===== config.mk =====
export PLATFORM = sky130hd
export DESIGN_NAME = dembd_combine
export DESIGN_NICKNAME = d
export VERILOG_FILES = /design/src/rtl/core/dembd_pkg.sv /design/src/rtl/core/dembd_combine.sv
export SDC_FILE = /design/constraint.sdc
export NUM_CORES = 1
export LEC_CHECK = 0
export BUFFER_PORTS_ARGS = -buffer_cell sky130_fd_sc_hd__buf_2
export CORE_MARGIN = 3
export CORE_UTILIZATION = 30
export DETAILED_ROUTE_END_ITERATION = 8
export GPL_ROUTABILITY_DRIVEN = 1
export PLACE_DENSITY = 0.49
export SLEW_MARGIN = 0
export SYNTH_ARGS = -nofsm -noshare
export SYNTH_HDL_FRONTEND = slang
export SYNTH_SLANG_ARGS = --single-unit

===== constraint.sdc =====
create_clock -name clk -period 13 [get_ports clk]
set_input_delay 2.6 -clock clk [delete_from_list [all_inputs] [get_ports clk]]
set_output_delay 2.6 -clock clk [all_outputs]
set_load 0.02 [all_outputs]

===== src/rtl/core/dembd_pkg.sv =====
// shared types and constants of the delay embedding streamer
`timescale 1ns / 1ps
`default_nettype none

package dembd_pkg;

  // field widths fixed by the stream format
  localparam int VALUE_W    = 34;
  localparam int SAMPLE_W   = 32;
  localparam int COL_W      = 4;
  localparam int CFG_ADDR_W = 2;
  localparam int CFG_DATA_W = 7;

  // sqrt(2) in Q2.30, rounded to nearest
  localparam logic [SAMPLE_W-1:0] SQRT2_Q30 = 32'd1518500250;

  // configuration register indexes
  localparam logic [CFG_ADDR_W-1:0] REG_DIMENSION = 2'd0;
  localparam logic [CFG_ADDR_W-1:0] REG_SPACING   = 2'd1;
  localparam logic [CFG_ADDR_W-1:0] REG_MODE      = 2'd2;

  // configuration reset values
  localparam logic [4:0] DIMENSION_RESET = 5'd2;
  localparam logic [6:0] SPACING_RESET   = 7'd1;
  localparam logic       MODE_RESET      = 1'b1;

  // one emitted row value
  typedef struct packed {
    logic signed [VALUE_W-1:0] value;
    logic [COL_W-1:0]          column_index;
    logic                      row_end;
  } out_item_t;

endpackage

`default_nettype wire


===== src/rtl/core/dembd_combine.sv =====
// sample combiner: sqrt2*x - y or x alone, registered product
`timescale 1ns / 1ps
`default_nettype none

module dembd_combine
  import dembd_pkg::*;
(
  input  logic                       clk,
  input  logic                       load,
  input  logic signed [SAMPLE_W-1:0] x_sample,
  input  logic signed [SAMPLE_W-1:0] y_sample,
  input  logic                       mode,
  output logic signed [VALUE_W-1:0]  value
);

  logic signed [2*SAMPLE_W-1:0] prod;
  logic signed [SAMPLE_W-1:0]   x_q;
  logic signed [SAMPLE_W-1:0]   y_q;
  logic                         mode_q;
  logic signed [SAMPLE_W:0]     scaled;

  // product register, loaded on the input transfer
  always_ff @(posedge clk) begin
    if (load) begin
      prod   <= (2*SAMPLE_W)'(x_sample) * (2*SAMPLE_W)'($signed(SQRT2_Q30));
      x_q    <= x_sample;
      y_q    <= y_sample;
      mode_q <= mode;
    end
  end

  // arithmetic shift by 30 floors toward minus infinity
  assign scaled = prod[62:30];

  // subtract y or pass x
  always_comb begin
    if (mode_q) begin
      value = {scaled[SAMPLE_W], scaled} - {{2{y_q[SAMPLE_W-1]}}, y_q};
    end else begin
      value = {{2{x_q[SAMPLE_W-1]}}, x_q};
    end
  end

endmodule

`default_nettype wire


==> impl_metrics.toml, run 1 <==
[worst_setup_path]
arrival_ns = 10.28
crit_type = "in2reg"
worstPathCellList = "buf_2 -> inv_1 -> fa_1 -> fa_1 -> inv_1 -> ha_1 -> fa_1 -> fa_1 -> fa_1 -> fa_1 -> inv_1 -> fa_1 -> inv_1 -> ha_1 -> o21a_1 -> o21a_1 -> o2111ai_1 -> a31oi_1 -> o41ai_2 -> a21oi_1 -> or2_1 -> a31o_1 -> xor2_1"
cp-start-kind = "input pin"
end_kind = "flop"
crit_slowest_cell = "o41ai_2"
cpPeakStageDelay_ns = 0.62
critPathMaxFanout = 10
crit_family = "adder cells"
worstPathRequired_ns = 13.14
crit_top_cell = "fa_1"
path_buf_inv = 5

[timing]
drv_slew = 0
setup-tns-final_ns = 0
fmax_mhz = 98.69
worst_pin_slew_ns = 0.8946
final-setup-viol-count = 0
whs_ns = 2.385
final_hold_viol_count = 0
min_period_ns = 10.13
min_period_over_period_pct = 77.94
rsz0062_at_grt = "false"
slew_headroom_pct = 40.36

[placement]
place.gp.congestion = 0.8784
placed_area_um2 = 24280
port_buffers = 100
dp_hpwl_um = 54330

[outcome]
outcome = "finished, final reports clean"

[die]
dieHeight_um = 280.8
rows = 100
coreArea_um2 = 74570
dieArea_um2 = 78850
die_w_um = 280.8
pin_count = 101
initial_core_util_pct = 30.38

[final_layout]
post-route-util_pct = 32.98
drive_above_1_share_pct = 7.444
final_cell_area_um2 = 24590
area_growth_pct = 8.550
fin_nets = 3129

[detailed_routing]
drc = 0
dr_total_vias = 14800
ant_nets = 0
wl_per_cell_um = 19.73
wirelength_um = 63710
firstDrtPassIters = 6
drt-initial-drc-count = 539
routed_via_density = 4.585

[yosys]
syn_area_um2 = 22650
postSynth.asyncResetShare_pct = 0
synth_seq_cells = 98
synth_top_cell_by_area = "fa_1"
synth_compound_area_share_pct = 8.229
ys_warn_count = 0
synthMuxAreaShare_pct = 1.127
yosys.area_share.simple_pct = 4.380
synth_top_family_by_area = "adder cells"
synth.top_cell.area_share_pct = 38.53
synth.avg_cell_area_um2 = 10.47
ys.flop_type = "edfxtp_1"
syn_nets = 3040
synth_seq_area_share_pct = 12.99
synthTopCellsByArea = "fa_1 39%, ha_1 21%, edfxtp_1 13%, inv_1 11%, a21oi_1 1.7%"
synthAdderAreaFrac_pct = 59.18
synth_edf_count = 98
synthCells = 2163
synth.distinct_cells = 74
synthXorXnorAreaFrac_pct = 2.436

[clock_tree]
path_clk_slew_ns = 0.09
cts_setup_buffers = 0
cts_hold_buffers = 0
cts_made_buffers = 9
cts-root-buf = "clkbuf_16"
cts_tree = "yes"
clkSinkCount = 98
cts.path.max_buffers = 2
ctsHtreeMaxLevel = 3
cts-resized-gates = 0

[global_route]
gr-usage-all-layers_pct = 16.63
overflow = 0
first_global_vias = 16560
grt_max_degree = 62
antenna_found_initial = 5
grt_pass1_wl_um = 98580

[flow_run]
drv_cap = 0

[worst_hold_path]
hold_path.class = "in2reg"
min_from = "y_sample[28]"
hold_end = "y_q[28]"
min_delay_path_depth = 1
==> area by class of cell <==
type	count	area (um2)
fillers	7664	49980
multi-input cells	1369	17070
flip-flops and latches	98	2943
inverters	668	2507
well taps	969	1212
repair buffers	106	548.0
clock buffers	9	225.2
clock inverters	7	76.32
diodes	3	7.507
==> registers in the layout (all words and copies together), names as in the netlist <==
signal,cells
prod,33
x_q,32
y_q,32
mode_q,1
==> metal layers <==
layer | wire length, um | up-vias | track usage, % | part of all wire [%]
met4 | 1554 | 2 | 4.354 | 2.4
met5 | 13 | - | 0 | 0.020
met1 | 29190 | 7502 | 22.52 | 46
met2 | 30170 | 270 | 27.84 | 47
li1 | - | 6974 | - | -
met3 | 2787 | 56 | 2.534 | 4.4
==> Yosys cell counts, types with 4 or more instances <==
master and n:
nor2_1 48, mux2_2 20, and4_1 5, nand3_1 18
a21oi_1 76, nand2b_1 9, fa_1 436, edfxtp_1 98
nand2_1 61, o21ai_0 46, and3_1 12, nor3_1 8
o2111ai_1 4, inv_1 668, o211ai_1 6, ha_1 374
o21a_1 5, a31oi_1 14, xnor2_1 40, nand4_1 15
nor2b_1 9, a21o_1 36, a21oi_2 4, buf_2 4
or3_1 5, a211oi_1 9, clkbuf_1 20, xor2_1 23
o21bai_1 11
==> worst max-delay path by stage <==
stage	cells after the start	end	slack, ns	from
after global placement	23	prod[60]	2.48	x_sample[23]
final	23	prod[60]	2.87	x_sample[23]
after global routing	23	prod[57]	2.47	x_sample[19]
after CTS	23	prod[57]	2.83	x_sample[18]
after floorplan	22	prod[54]	3.77	x_sample[31]
after detailed placement	23	prod[57]	2.41	x_sample[18]
==> kinds of logic (layout without fill, tap and decap cells) <==
kind of cell	Yosys count	in the layout
adder cells (fa/ha/maj)	810	810
buffers and inverters	696	790
AO/OA/AOI/OAI	270	270
AND/OR/NAND/NOR	203	203
flip-flops	98	98
XOR/XNOR	63	63
multiplexers	23	23
other	0	3
==> through the flow <==
| step | setup slack (ns) | instances |
|---|---|---|
| finish | 2.867 | 3229 |
| global route | 2.469 | 3226 |
| CTS | 2.831 | 3226 |
| detailed placement | 2.409 | 3210 |
| global placement | 2.484 | 3210 |
| floorplan | 3.770 | 2163 |
==> cell usage in the layout (no fill, tap or decap), types with 23 or more instances in the layout <==
master,netlist,final
xnor2_1,40,40
a21o_1,36,36
nor2_1,48,48
a21oi_1,76,76
ha_1,374,374
nand2_1,61,61
o21ai_0,46,46
xor2_1,23,23
fa_1,436,436
edfxtp_1,98,98
buf_2,4,99
inv_1,668,667
Power of run 1 is not shown: default switching activity piles up to over one toggle a cycle in this logic, so the estimate is an artifact.
==> inputs of run 2 (changes only) <==
--- a/config.mk
+++ b/config.mk
@@ -10,7 +10,7 @@
 export CORE_UTILIZATION = 30
 export DETAILED_ROUTE_END_ITERATION = 8
 export GPL_ROUTABILITY_DRIVEN = 1
-export PLACE_DENSITY = 0.49
+export PLACE_DENSITY = 0.5
 export SLEW_MARGIN = 0
 export SYNTH_ARGS = -nofsm -noshare
 export SYNTH_HDL_FRONTEND = slang
==> constraint.sdc (replaced) <==
create_clock -name clk -period 9.2 [get_ports clk]
set_input_delay 1.84 -clock clk [delete_from_list [all_inputs] [get_ports clk]]
set_output_delay 1.84 -clock clk [all_outputs]
set_load 0.02 [all_outputs]
==> run 2 against run 1 <==
  * Cell area up 2.2%
  * Sequential share of layout area down 0.26 points
  * Critical path depth up 1
  * Non-clock buffer count up 71
  * Count of clock-buffer cells in the layout unchanged
  * Critical path type unchanged
  * Die area unchanged
  * Setup slack worse by 2.6 ns
  * First-iteration DRC count up 44%
  * Routed wire length up 1.9%
  * Global-route usage up 0.34 points
==> impl_metrics.toml, run 2 (synthesis results as in run 1) <==
[final_layout]
seqCellArea_um2 = 2943
multi_input_area_um2 = 17070
antennaDiodeCount = 0
fin_nets = 3200
area_growth_pct = 10.97
mostFrequentLayoutCell = "inv_1"
reg.largest.list = "prod: 33 flops, x_q: 32 flops, y_q: 32 flops"
drive_above_1_share_pct = 10.27
layout_common_cells = "667 x inv_1, 436 x fa_1, 374 x ha_1"
final_cell_area_um2 = 25140
top_register = "prod"
largest_reg_flops = 33
n_fill_cell = 7629

[global_route]
overflow = 0
grt_max_degree = 67
grt_pass1_wl_um = 100700
first_global_vias = 16840
antenna_found_initial = 2
gr-usage-all-layers_pct = 16.97

[worst_hold_path]
min_delay_path_depth = 1
hold_path.class = "in2reg"
hold_end = "y_q[27]"
min_from = "y_sample[27]"

[clock_tree]
cts-resized-gates = 0
cts_setup_buffers = 0
cts_made_buffers = 9
path_clk_slew_ns = 0.08
cts_tree = "yes"
cts-root-buf = "clkbuf_16"
ctsHtreeMaxLevel = 3
cts_hold_buffers = 0
clkSinkCount = 98
cts.path.max_buffers = 2

[placement]
port_buffers = 100
place.gp.congestion = 0.9037
dp_hpwl_um = 56390
placed_area_um2 = 24820

[worst_setup_path]
worstPathCellList = "buf_2 -> inv_1 -> fa_1 -> fa_1 -> inv_1 -> ha_1 -> fa_1 -> fa_1 -> fa_1 -> fa_1 -> inv_1 -> fa_1 -> inv_1 -> ha_1 -> o211ai_1 -> a41oi_1 -> o2111ai_1 -> a31oi_1 -> o41ai_2 -> buf_4 -> a21oi_1 -> or2_1 -> a31oi_1 -> xnor2_1"
crit_slowest_cell = "fa_1"
critPathMaxFanout = 5
worstPathRequired_ns = 9.32
crit_top_cell = "fa_1"
crit_type = "in2reg"
cp-start-kind = "input pin"
path_buf_inv = 6
crit_family = "adder cells"
end_kind = "flop"
arrival_ns = 9.08
worstSetupStartpoint = "x_sample[16]"
cpPeakStageDelay_ns = 0.60

[detailed_routing]
ant_nets = 0
drc = 0
wl_per_cell_um = 19.70
wirelength_um = 64940
dr_total_vias = 15050
routed_via_density = 4.564
drt-initial-drc-count = 776
firstDrtPassIters = 5

[die]
rows = 100
initial_core_util_pct = 30.38
die_w_um = 280.8
coreArea_um2 = 74570
pin_count = 101
dieHeight_um = 280.8
dieArea_um2 = 78850

[timing]
min_period_over_period_pct = 97.42
drv_slew = 0
final_hold_viol_count = 0
final-setup-viol-count = 0
rsz0062_at_grt = "false"
fmax_mhz = 111.6
worst_pin_slew_ns = 0.8737
min_period_ns = 8.962
slew_headroom_pct = 41.75

[flow_run]
drv_cap = 0

[outcome]
outcome = "finished, final reports clean"
-- run 2: changes by cell type in the layout (fill, tap and decap cells not counted) --
cell,change
bufinv_16,+1
inv_6,-2
clkinv_8,+1
clkinv_4,+1
clkinvlp_4,+1
inv_8,-2
buf_4,+71
diode_2,-3
-- run 2: stage by stage --
stage / TNS [ns] / instances / hold WS, ns / worst slack (ns) / utilization, %
6_report: 0 / 3297 / 1.637 / 0.2377 / 33.71
4_1_cts: 0 / 3297 / 1.617 / 0.2481 / 33.71
5_1_grt: 0 / 3297 / 1.616 / 0.04594 / 33.71
3_5_place_dp: -0.4115 / 3281 / 2.018 / -0.1276 / 33.28
3_3_place_gp: -0.3780 / 3281 / 2.017 / -0.1221 / 33.28
2_1_floorplan: 0 / 2163 / 1.939 / 0.7295 / -
-- run 2: worst max-delay path by stage --
stage | slack (ns) | depth (start not counted) | end
4_1_cts | 0.25 | 24 | prod[57]
6_report | 0.24 | 24 | prod[57]
5_1_grt | 0.05 | 24 | prod[57]
3_3_place_gp | -0.12 | 24 | prod[62]
3_5_place_dp | -0.13 | 24 | prod[62]
2_1_floorplan | 0.73 | 22 | prod[54]
-- run 2: area by class of cell --
class / count / share of cell area (%)
clock inverters: 7 / 0.3932
repair buffers: 177 / 4.300
multi-input cells: 1369 / 67.91
well taps: 969 / 4.823
inverters: 668 / 9.974
flip-flops and latches: 98 / 11.71
clock buffers: 9 / 0.8959
-- run 2: metal layers --
metal	global-route usage, %	wire [um]
met5	0	0
met2	28.50	30880
met4	3.389	990
met1	24.30	31220
met3	1.038	1850
Power of run 2 is left out for the same reason.
