File: src/rtl/core/dembd_pkg.sv
// shared types and constants of the delay embedding streamer
`timescale 1ns / 1ps
`default_nettype none

package dembd_pkg;

  // field widths fixed by the stream format
  localparam int VALUE_W    = 34;
  localparam int SAMPLE_W   = 32;
  localparam int COL_W      = 4;
  localparam int CFG_ADDR_W = 2;
  localparam int CFG_DATA_W = 7;

  // sqrt(2) in Q2.30, rounded to nearest
  localparam logic [SAMPLE_W-1:0] SQRT2_Q30 = 32'd1518500250;

  // configuration register indexes
  localparam logic [CFG_ADDR_W-1:0] REG_DIMENSION = 2'd0;
  localparam logic [CFG_ADDR_W-1:0] REG_SPACING   = 2'd1;
  localparam logic [CFG_ADDR_W-1:0] REG_MODE      = 2'd2;

  // configuration reset values
  localparam logic [4:0] DIMENSION_RESET = 5'd2;
  localparam logic [6:0] SPACING_RESET   = 7'd1;
  localparam logic       MODE_RESET      = 1'b1;

  // one emitted row value
  typedef struct packed {
    logic signed [VALUE_W-1:0] value;
    logic [COL_W-1:0]          column_index;
    logic                      row_end;
  } out_item_t;

endpackage

`default_nettype wire

File: src/rtl/core/dembd_outq.sv
// two-entry output queue between ring reads and the result stream
`timescale 1ns / 1ps
`default_nettype none

module dembd_outq
  import dembd_pkg::*;
(
  input  logic       clk,
  input  logic       rst,
  input  logic       push,
  input  out_item_t  push_item,
  input  logic       pop,
  output logic       head_valid,
  output out_item_t  head_item,
  output logic [1:0] count
);

  out_item_t slot0;
  out_item_t slot1;

  // occupancy
  always_ff @(posedge clk) begin
    if (rst) begin
      count <= 2'd0;
    end else if (push && !pop) begin
      count <= count + 2'd1;
    end else if (pop && !push) begin
      count <= count - 2'd1;
    end
  end

  // slot data, slot0 is the head
  always_ff @(posedge clk) begin
    if (push && pop) begin
      if (count == 2'd2) begin
        slot0 <= slot1;
        slot1 <= push_item;
      end else begin
        slot0 <= push_item;
      end
    end else if (pop) begin
      slot0 <= slot1;
    end else if (push) begin
      if (count == 2'd0) begin
        slot0 <= push_item;
      end else begin
        slot1 <= push_item;
      end
    end
  end

  assign head_valid = (count != 2'd0);
  assign head_item  = slot0;

endmodule

`default_nettype wire

File: config.mk
export PLATFORM = sky130hd
export DESIGN_NAME = dembd_outq
export DESIGN_NICKNAME = d
export VERILOG_FILES = /design/src/rtl/core/dembd_pkg.sv /design/src/rtl/core/dembd_outq.sv
export SDC_FILE = /design/constraint.sdc
export NUM_CORES = 1
export LEC_CHECK = 0
export ABC_AREA = 1
export ABC_CLOCK_PERIOD_IN_PS = 4400
export BUFFER_PORTS_ARGS = -buffer_cell sky130_fd_sc_hd__buf_2
export CAP_MARGIN = 5
export CORE_MARGIN = 8
export CORE_UTILIZATION = 34
export DETAILED_ROUTE_END_ITERATION = 6
export HOLD_SLACK_MARGIN = 0.06
export PLACE_DENSITY = 0.59
export SLEW_MARGIN = 20
export SYNTH_ARGS = -nofsm -noshare
export SYNTH_HDL_FRONTEND = slang
export SYNTH_SLANG_ARGS = --single-unit
File: constraint.sdc
create_clock -name clk -period 4.4 [get_ports clk]
set_input_delay 0.66 -clock clk [delete_from_list [all_inputs] [get_ports clk]]
set_output_delay 0.66 -clock clk [all_outputs]
set_load 0.1 [all_outputs]
==> results of run 1 <==
-- logic make-up (layout without fill, tap and decap cells) --
family / Yosys count / count (layout) / share of synthesized area
AND/OR/NAND/NOR: 53 / 53 / 0.0645
flip-flops: 80 / 80 / 0.749
XOR/XNOR: 1 / 1 / 0.00275
AO/OA/AOI/OAI: 42 / 42 / 0.0932
buffers and inverters: 55 / 149 / 0.0747
adder cells (fa/ha/maj): 4 / 4 / 0.0157
-- through the flow --
step                      hold WS, ns  cells  setup slack [ns]  power (mW)
after global routing            0.461    440              2.18        2.26
after CTS                       0.455    440              2.31        2.20
after global placement          0.503    424              1.97        1.62
final                           0.482    440              2.34        2.16
after floorplan                 0.500    235             0.371        1.52
after detailed placement        0.509    424              1.94        1.62
-- layout make-up --
| type | instances | area (um2) | area share |
|---|---|---|---|
| Clock buffer | 10 | 128 | 0.0326 |
| Clock inverter | 6 | 83.8 | 0.0214 |
| Inverter | 47 | 176 | 0.0450 |
| Multi-Input combinational cell | 100 | 572 | 0.146 |
| Sequential cell | 80 | 2380 | 0.608 |
| Tap cell | 111 | 139 | 0.0355 |
| Timing Repair Buffer | 86 | 435 | 0.111 |
-- sequential cells by signal (all words and copies together), names as in the netlist --
register and count:
head_item 39, slot1 39, count 2
-- metal layers --
layer	GRT usage	vias up	wire, um
met5	0	-	10
met4	0.0540	2	123
met3	0.0479	14	530
met2	0.156	55	2820
met1	0.101	835	2440
li1	-	960	-
-- worst register-to-register path: stages (launching register included) --
cell,delay (ns)
dfxtp_1,0.36
inv_2,0.09
nand2_1,0.09
a21oi_4,0.12
buf_4,0.63
o21ai_0,0.20
-- layout by cell type, fill, tap and decap left out, drive strengths merged --
cell type and instances:
bufinv 2, a21oi 2, clkinv 2, o21ai 40
nand4 1, nor2 5, buf 86, clkinvlp 2
ha 4, inv 47, clkbuf 10, nand2 46
nand3 1, dfxtp 2, edfxtp 78, xnor2 1
-- power groups by stage --
stage          Clock, mW  Combinational [mW]  Sequential, mW
6_report           0.569               0.624           0.971
5_1_grt            0.621               0.656           0.979
4_1_cts            0.591               0.634           0.973
3_5_place_dp           0               0.635           0.989
3_3_place_gp           0               0.629           0.987
2_1_floorplan          0               0.126            1.39
-- worst min path at each step --
stage	start	to	slack, ns	cells after the start
floorplan	slot1[0]$_DFFE_PP_	head_item[0]$_DFFE_PP_	0.50	2
global placement	slot1[15]$_DFFE_PP_	head_item[15]$_DFFE_PP_	0.50	2
detailed placement	slot1[18]$_DFFE_PP_	head_item[18]$_DFFE_PP_	0.51	2
CTS	rst	count[0]$_SDFFE_PP0P_	0.45	2
global route	rst	count[0]$_SDFFE_PP0P_	0.46	2
finish	rst	count[0]$_SDFFE_PP0P_	0.48	2
==> metrics.md, run 1 <==
| Metric | Value |
|---|---|
| Status | completed |
| Levels on crit path | 3 |
| Share of cells above drive strength 1 | 0.380 |
| Pleak | 1.70 nW |
| DR iter-0 viols | 58 |
| Critical Path AT | 1.40 ns |
| YS warnings | 0 |
| Synth top cells by count | 78 x edfxtp_1, 46 x inv_1, 46 x nand2_1 |
| Crit path launch | count[0]$_SDFFE_PP0P_ |
| I/O Pins | 85 |
| Layout area overhead | 23.1% |
| CTS Buf Count | 9 |
| Post-cts hold buffer count | 0 |
| Pin count of the biggest net entering global routing | 79 |
| Diodes inserted | 0 |
| Pre-antenna DRT Iters | 4 |
| CTS sink count | 80 |
| Cell Area, Synth | 3180 um2 |
| FFs w/ async S/R, synth | 0 |
| Top cells by area, synth | edfxtp_1 74%, o21ai_2 5.5%, inv_1 5.4% |
| Site Rows | 35 |
| EDFF count, synth | 78 |
| Period utilization | 0.469 |
| Dpl cell area | 3700 um2 |
| Die height | 113 um |
| Kind of critical path | flop to output port |
| Initial antenna violation count | 1 |
| First-pass GRT wire length | 9410 um |
| Reg-to-Reg Start | count[0]$_SDFFE_PP0P_ |
| Clock skew | 0.00850 ns |
| CP max FO | 4 |
| Reg power frac | 0.449 |
| Post-CTS Repair Setup Buffers | 0 |
| Cell variety after synth | 19 |
| Clock Latency Late Sink | 0.34 ns |
| CP Capture Type | output port |
| Initial Utilization | 0.348 |
| CP bufs+invs | 2 |
| Combinational share of power | 0.288 |
| Nets@finish | 371 |
| End of the worst register-to-register path | head_item[37]$_DFFE_PP_ |
| FILL cells | 886 |
| Overall routing resource usage | 0.0964 |
| Sw Ratio | 0.376 |
| Post-DP HPWL | 4140 um |
| Clk root buf | clkbuf_8 |
| Total via count in the routed design | 1866 |
| # Max-Cap Violations | 0 |
| Routed length per instance | 13.4 um |
| Critical path's largest stage delay | 0.45 ns |
| Worst Hold Class | input pin to flop |
| Routed Antenna Nets | 0 |
| RSZ-0062 raised after global routing | no |
| Largest delay contributor family on the critical path | buffers and inverters |
| Top-area cell type share of the netlist area | 0.736 |
| Internal cell power | 1.35 mW |
| Max stage delay cell, worst path | buf_2 |
| Tmin final | 2.06 ns |
| Fin Setup TNS | 0 ns |
| PwrDens | 553 nW/um2 |
| Cell depth of the worst flop-to-flop path | 5 |
| Die area | 12700 um2 |
| Crit path cell chain | inv_2, nand2_1, buf_2 |
| Count of state elements after synthesis | 80 |
| Avg Cell Area, Syn | 13.5 um2 |
| Sequential area share after synthesis | 0.749 |
| Required @ worst endpoint | 3.74 ns |
| Vias/cell | 4.24 |
| Layout Cell Area excl Fill | 3920 um2 |
| Die width | 113 um |
| Max Freq | 485 MHz |
| Remaining Overflow, GRT | 0 |
| Fin util | 0.428 |
| Resized cells post-CTS | 0 |
| Clk buf depth | 2 |
| Clk pin slew, worst setup/hold paths | 0.08 ns |
| Slew @ Worst Pin | 0.845 ns |
| PortBufs | 84 |
| Clk pwr share | 0.263 |
| Minimum setup slack among reg-to-reg paths | 2.63 ns |
| Worst Setup EP | head_valid |
| Net count after synthesis | 282 |
| Ys flop type | edfxtp_1 |
| Slew Viols, Final | 0 |
| Global placement routability congestion | 0.644 |
| Fin. Hold Viols | 0 |
| Maximum vdd drop | 0.220 mV |
| Post-Route WL | 5920 um |
| Final setup violation count | 0 |
| Top cell type by total area after synthesis | edfxtp_1 |
| Count leader, synth | edfxtp_1 |
| Crit start category | flop |
| P_sw | 0.814 mW |
| Relative slew margins | 0.436 |
| Vias in the first global route | 1900 |
| H-tree Lvls | 3 |
| DR DRC count | 0 |
| Post-synthesis cell count | 235 |
| CTS tree | done |
| Core area | 9150 um2 |
(Power assumes the default switching activity.)
==> run 2, diff against run 1 <==
ABC_AREA = 0   (was 1)
ABC_CLOCK_PERIOD_IN_PS = 1700   (was 4400)
PLACE_DENSITY = 0.61   (was 0.59)
clock period = 1.7 ns   (was 4.4 ns; I/O delays follow)
==> metrics.md, run 2 <==
| Metric | Value |
|---|---|
| Status | completed |
| Worst Setup EP | head_valid |
| Register area | 2390 um2 (+0.32%) |
| FILL cells | 776 (-12%) |
| Clk root buf | clkbuf_8 |
| Hold path depth | 2 (unchanged) |
| CP bufs+invs | 1 (-1) |
| Cell Area, Synth | 3050 um2 (-4.2%) |
| CP Capture Type | output port |
| Maximum vdd drop | 0.528 mV (+140%) |
| Routed length per instance | 16.7 um (+24%) |
| H-tree Lvls | 3 (unchanged) |
| YS warnings | 0 (unchanged) |
| Relative slew margins | 0.670 (+0.234) |
| Ys flop type | edfxtp_1 |
| PortBufs | 84 (unchanged) |
| Fin. Hold Viols | 0 (unchanged) |
| CTS tree | done |
| Total via count in the routed design | 1573 (-16%) |
| Remaining Overflow, GRT | 0 (unchanged) |
| Initial Utilization | 0.349 (+0.00171) |
| Synth Area in Simple Gates | 0.0103 (-0.0542) |
| Share of cells above drive strength 1 | 0.614 (+0.234) |
| Commonest cells after routing, fill and taps aside | 84 x buf_2, 78 x edfxtp_1, 29 x mux2_2 |
| Top cells by area, synth | edfxtp_1 77%, mux2_2 11%, mux2_4 4.9% |
| DR DRC count | 0 (unchanged) |
| Levels on crit path | 2 (-1) |
| Slew @ Worst Pin | 0.499 ns (-0.346 ns) |
| I/O Pins | 85 (unchanged) |
| Overall routing resource usage | 0.101 (+0.00422) |
| Cell variety after synth | 19 (unchanged) |
| # Max-Cap Violations | 0 (unchanged) |
| CP max FO | 6 (+2) |
| Minimum setup slack among reg-to-reg paths | 0.21 ns (-2.42 ns) |
| Avg Cell Area, Syn | 21.3 um2 (+57%) |
| Diodes inserted | 0 (unchanged) |
| Clk buf depth | 2 (unchanged) |
| Crit path launch | count[0]$_SDFFE_PP0P_ |
| End of the worst register-to-register path | head_item[7]$_DFFE_PP_ |
| Fin Setup TNS | 0 ns (unchanged) |
| Pre-antenna DRT Iters | 3 (-1) |
| Layout area overhead | 28.3% |
| Worst Hold Class | input pin to flop |
| Critical path's largest stage delay | 0.43 ns (-0.02 ns) |
| Count of state elements after synthesis | 80 (unchanged) |
| Required @ worst endpoint | 1.44 ns (-2.30 ns) |
| Main combinational cell family by area after synthesis | multiplexers |
| Clk pin slew, worst setup/hold paths | 0.07 ns (about the same) |
| Core area | 8720 um2 (-4.7%) |
| Footprint of the multi-input gates | 653 um2 (+14%) |
| Synth top cells by count | 78 x edfxtp_1, 29 x mux2_2, 10 x mux2_4 |
| Crit path cell chain | or2_4, buf_2 |
| Initial antenna violation count | 0 (-1) |
| Max Freq | 631 MHz |
| Power Total | 5.49 mW (+150%) |
| XOR/XNOR Fraction of Synth Area | 0.00575 (+0.00300) |
| Adder-Cell Fraction of Synth Area | 0.0164 (+0.000698) |
| Critical Path AT | 1.33 ns (-0.07 ns) |
| Post-cts hold buffer count | 0 (unchanged) |
| Resized cells post-CTS | 0 (unchanged) |
| Post-CTS Repair Setup Buffers | 0 (unchanged) |
| Top cell type by total area after synthesis | edfxtp_1 |
| Clock skew | 0.00922 ns (+0.000717 ns) |
| Nets@finish | 289 (-22%) |
| Post-synthesis cell count | 143 (-39%) |
| CTS Buf Count | 9 (unchanged) |
| Die area | 12200 um2 (-3.7%) |
| Largest delay contributor family on the critical path | buffers and inverters |
| Count leader, synth | edfxtp_1 |
| Global placement routability congestion | 0.702 (+9.0%) |
| Top-area cell type share of the netlist area | 0.769 (+0.0327) |
| Layout Cell Area excl Fill | 3910 um2 (-0.26%) |
| Vias in the first global route | 1780 (-6.3%) |
| Sequential area share after synthesis | 0.782 (+0.0332) |
| Dpl cell area | 3730 um2 (+0.64%) |
| Proportion of synthesized area in mux cells | 0.157 (+0.157) |
| Period utilization | 0.932 |
| Kind of critical path | flop to output port |
| Pleak | 1.53 nW (-10%) |
| Post-DP HPWL | 4220 um (+1.9%) |
| Die width | 111 um (-1.8%) |
| CTS sink count | 80 (unchanged) |
| FFs w/ async S/R, synth | 0 (unchanged) |
| First-pass GRT wire length | 9610 um (+2.1%) |
| Crit start category | flop |
| Compound-cell area share of the yosys netlist | 0.0127 (-0.0805) |
| Vias/cell | 4.44 (+4.8%) |
| Site Rows | 34 (-2.9%) |
| Reg-to-Reg Start | count[0]$_SDFFE_PP0P_ |
| Final setup violation count | 0 (unchanged) |
| RSZ-0062 raised after global routing | no |
| Tmin final | 1.58 ns |
| Net count after synthesis | 190 (-33%) |
| Fin util | 0.448 (+0.0200) |
| Routed Antenna Nets | 0 (unchanged) |
| DR iter-0 viols | 50 (-14%) |
| Commonest non-fill, non-tap cell in the layout | buf_2 |
| Cell depth of the worst flop-to-flop path | 4 (-1) |
| Max stage delay cell, worst path | buf_2 |
| Pin count of the biggest net entering global routing | 40 (-49%) |
| Clock Latency Late Sink | 0.34 ns (about the same) |
| EDFF count, synth | 78 (unchanged) |
| Post-Route WL | 5900 um (-0.32%) |
| PwrDens | 1400 nW/um2 (+150%) |
| Slew Viols, Final | 0 (unchanged) |
| Die height | 111 um (-1.8%) |
[run 2: changes by cell type after synthesis, moves of 3 or more]
| cell | before | now |
|---|---|---|
| o21ai_2 | 20 | 0 |
| nand2_1 | 46 | 0 |
| mux2_4 | 0 | 10 |
| mux2_2 | 0 | 29 |
| buf_2 | 3 | 0 |
| o21ai_0 | 20 | 1 |
| inv_1 | 46 | 2 |
[run 2: kinds of logic (layout without fill, tap and decap cells)]
logic type	count (synthesis)	in the layout
flops	80	80
mux	39	39
compound gates	6	6
simple gates	6	6
buf+inv	6	109
fa+ha+maj	4	4
xor+xnor	2	2
[run 2: area by class of cell]
cell class | count | share of cell area
Timing Repair Buffer | 92 | 0.139
Tap cell | 108 | 0.0346
Clock buffer | 11 | 0.0336
Sequential cell | 80 | 0.612
Multi-Input combinational cell | 57 | 0.167
Clock inverter | 4 | 0.0119
Inverter | 2 | 0.00192
[run 2: worst register-to-register path, stage by stage (launching register included)]
cell and delay (ns):
dfxtp_4 0.39, nand3b_1 0.12, o21a_2 0.19, buf_12 0.19
mux2_2 0.36
[run 2: per-layer routing]
layer  routed length [um]  track usage  part of all wire  vias up
met5                    0            0                 0        -
met4                  112       0.0622             0.019        0
met3                  315       0.0330             0.053       10
met2                 3010        0.165              0.51       47
met1                 2460        0.110              0.42      764
li1                     -            -                 -      752
[run 2: report_power, final]
| group | leakage (nW) | total (mW) | internal (mW) | switching [mW] |
|---|---|---|---|---|
| sequential | 0.769 | 2.53 | 2.46 | 0.0678 |
| combinational | 0.669 | 1.67 | 0.338 | 1.33 |
| clock | 0.0868 | 1.29 | 0.664 | 0.630 |
[run 2: worst min path at each step]
stage | from | endpoint | slack, ns
floorplan | rst | count[0]$_SDFFE_PP0P_ | 0.32
global placement | rst | count[0]$_SDFFE_PP0P_ | 0.43
detailed placement | rst | count[0]$_SDFFE_PP0P_ | 0.44
CTS | rst | count[0]$_SDFFE_PP0P_ | 0.07
global route | push_item[20] | slot1[20]$_DFFE_PP_ | 0.07
finish | rst | count[0]$_SDFFE_PP0P_ | 0.09
[run 2: stage by stage]
step	hold slack (ns)	worst slack, ns	instances
after CTS	0.0681	0.0879	354
after global placement	0.432	0.0474	339
final	0.0864	0.116	354
after global routing	0.0688	0.0496	354
after floorplan	0.318	-0.885	143
after detailed placement	0.436	0.0298	339
==> run 3, diff against run 2 <==
RECOVER_POWER = 100   (was default)
==> metrics.md, run 3 (synthesis results as in run 2) <==
| Metric | Value |
|---|---|
| Crit path launch | count[1]$_SDFFE_PP0P_ |
| Maximum vdd drop | 0.497 mV (-6.0%) |
| Status | completed |
| Initial Utilization | 0.349 (unchanged) |
| Total via count in the routed design | 1581 (+0.51%) |
| Site Rows | 34 (unchanged) |
| Max Freq | 624 MHz (-1.1%) |
| Max stage delay cell, worst path | clkbuf_2 |
| Clock skew | 0.00915 ns (-0.0000713 ns) |
| Tmin final | 1.60 ns (+0.0183 ns) |
| Critical Path AT | 1.35 ns (+0.02 ns) |
| CTS tree | done |
| Die area | 12200 um2 (unchanged) |
| Reg-to-Reg Start | count[1]$_SDFFE_PP0P_ |
| Worst Hold Class | input pin to flop |
| Hold Slack | 0.0840 ns (-0.00249 ns) |
| RSZ-0062 raised after global routing | no |
| Routed Antenna Nets | 0 (unchanged) |
| Initial antenna violation count | 0 (unchanged) |
| Vias in the first global route | 1780 (unchanged) |
| Pin count of the biggest net entering global routing | 40 (unchanged) |
| Hold path depth | 2 (unchanged) |
| Commonest cells after routing, fill and taps aside | 78 x edfxtp_1, 42 x clkbuf_2, 32 x clkbuf_1 |
| DR DRC count | 0 (unchanged) |
| Slew Viols, Final | 0 (unchanged) |
| Diodes inserted | 0 (unchanged) |
| H-tree Lvls | 3 (unchanged) |
| Die height | 111 um (unchanged) |
| Relative slew margins | 0.631 (-0.0390) |
| Share of cells above drive strength 1 | 0.451 (-0.163) |
| Remaining Overflow, GRT | 0 (unchanged) |
| DR iter-0 viols | 53 (+6.0%) |
| Nets@finish | 289 (unchanged) |
| Layout Cell Area excl Fill | 3800 um2 (-2.6%) |
| First-pass GRT wire length | 9610 um (unchanged) |
| Minimum setup slack among reg-to-reg paths | 0.12 ns (-0.09 ns) |
| PortBufs | 84 (unchanged) |
| FILL cells | 800 (+3.1%) |
| Crit start category | flop |
| End of the worst register-to-register path | head_item[10]$_DFFE_PP_ |
| Fin Setup TNS | 0 ns (unchanged) |
| Largest delay contributor family on the critical path | buffers and inverters |
| PwrDens | 1430 nW/um2 (+1.8%) |
| Power Total | 5.44 mW (-0.89%) |
| Levels on crit path | 2 (unchanged) |
| Fin. Hold Viols | 0 (unchanged) |
| Clock Latency Late Sink | 0.34 ns (about the same) |
| Period utilization | 0.942 (+0.0108) |
| CP max FO | 5 (-1) |
| Register area | 2390 um2 (unchanged) |
| Post-Route WL | 5960 um (+1.1%) |
| Kind of critical path | flop to output port |
| Slew @ Worst Pin | 0.556 ns (+0.0575 ns) |
| Post-DP HPWL | 4220 um (unchanged) |
| Global placement routability congestion | 0.702 (unchanged) |
| CTS Buf Count | 9 (unchanged) |
| Commonest non-fill, non-tap cell in the layout | edfxtp_1 |
| Overall routing resource usage | 0.101 (unchanged) |
| # Max-Cap Violations | 0 (unchanged) |
| CP Capture Type | output port |
| Resized cells post-CTS | 0 (unchanged) |
| CTS sink count | 80 (unchanged) |
| Hold Crit Start | rst |
| Worst Setup EP | head_valid |
| Core area | 8720 um2 (unchanged) |
| Layout area overhead | 24.9% |
| Post-cts hold buffer count | 0 (unchanged) |
| Cell depth of the worst flop-to-flop path | 3 (-1) |
| Pre-antenna DRT Iters | 3 (unchanged) |
| Footprint of the multi-input gates | 603 um2 (-7.7%) |
| I/O Pins | 85 (unchanged) |
| Clk root buf | clkbuf_8 |
| CP bufs+invs | 1 (unchanged) |
| Final setup violation count | 0 (unchanged) |
| Pleak | 1.41 nW (-7.8%) |
| Dpl cells | 339 (unchanged) |
| Critical path's largest stage delay | 0.37 ns (-0.06 ns) |
| Layout Cells excl Fill | 354 (unchanged) |
| Clk pin slew, worst setup/hold paths | 0.07 ns (about the same) |
| Crit path cell chain | or2_4, clkbuf_2 |
| Clk buf depth | 2 (unchanged) |
| Die width | 111 um (unchanged) |
| Routed length per instance | 16.8 um (+1.1%) |
| Required @ worst endpoint | 1.44 ns (about the same) |
| Vias/cell | 4.47 (+0.51%) |
| Post-CTS Repair Setup Buffers | 0 (unchanged) |
| Dpl cell area | 3730 um2 (unchanged) |
==> run 3: cell types whose count changed in the layout (fill, tap and decap cells not counted) <==
cell,before,now
o21a_2,1,0
a211oi_2,0,1
clkbuf_1,2,32
o21ai_0,0,1
mux2_1,0,8
clkbuf_2,0,42
o21ai_4,1,0
o21a_1,0,1
mux2_4,10,2
a211oi_4,1,0
buf_2,84,13
buf_12,5,4
==> run 3: worst min path at each step <==
stage / slack [ns] / end
2_1_floorplan: 0.32 / count[0]$_SDFFE_PP0P_
3_3_place_gp: 0.43 / count[0]$_SDFFE_PP0P_
3_5_place_dp: 0.44 / count[0]$_SDFFE_PP0P_
4_1_cts: 0.07 / count[0]$_SDFFE_PP0P_
5_1_grt: 0.07 / slot1[20]$_DFFE_PP_
6_report: 0.08 / count[0]$_SDFFE_PP0P_
==> run 3: final cells by class <==
cell class / count / area share
clock buffer: 11 / 0.0345
clock inverter: 4 / 0.0122
inverter: 2 / 0.00197
multi-input combinational: 57 / 0.159
sequential: 80 / 0.628
tap: 108 / 0.0355
timing repair buffer: 92 / 0.129
==> run 3: through the flow <==
stage | utilization | worst slack, ns
2_1_floorplan | - | -0.885
3_3_place_gp | 0.428 | 0.0474
3_5_place_dp | 0.428 | 0.0298
4_1_cts | 0.448 | 0.0879
5_1_grt | 0.436 | 0.0507
6_report | 0.436 | 0.0978
==> run 3: report_power, final <==
part | leakage [nW] | internal (mW) | switching (mW)
logic | 0.549 | 0.289 | 1.32
registers | 0.769 | 2.46 | 0.0710
clock network | 0.0868 | 0.664 | 0.636
==> run 3: layer usage <==
metal  part of all wire  track usage  up-vias
met1               0.42        0.110      771
met3              0.053       0.0330        9
met5                  0            0        -
met2               0.51        0.165       46
met4              0.016       0.0622        0
li1                   -            -      755
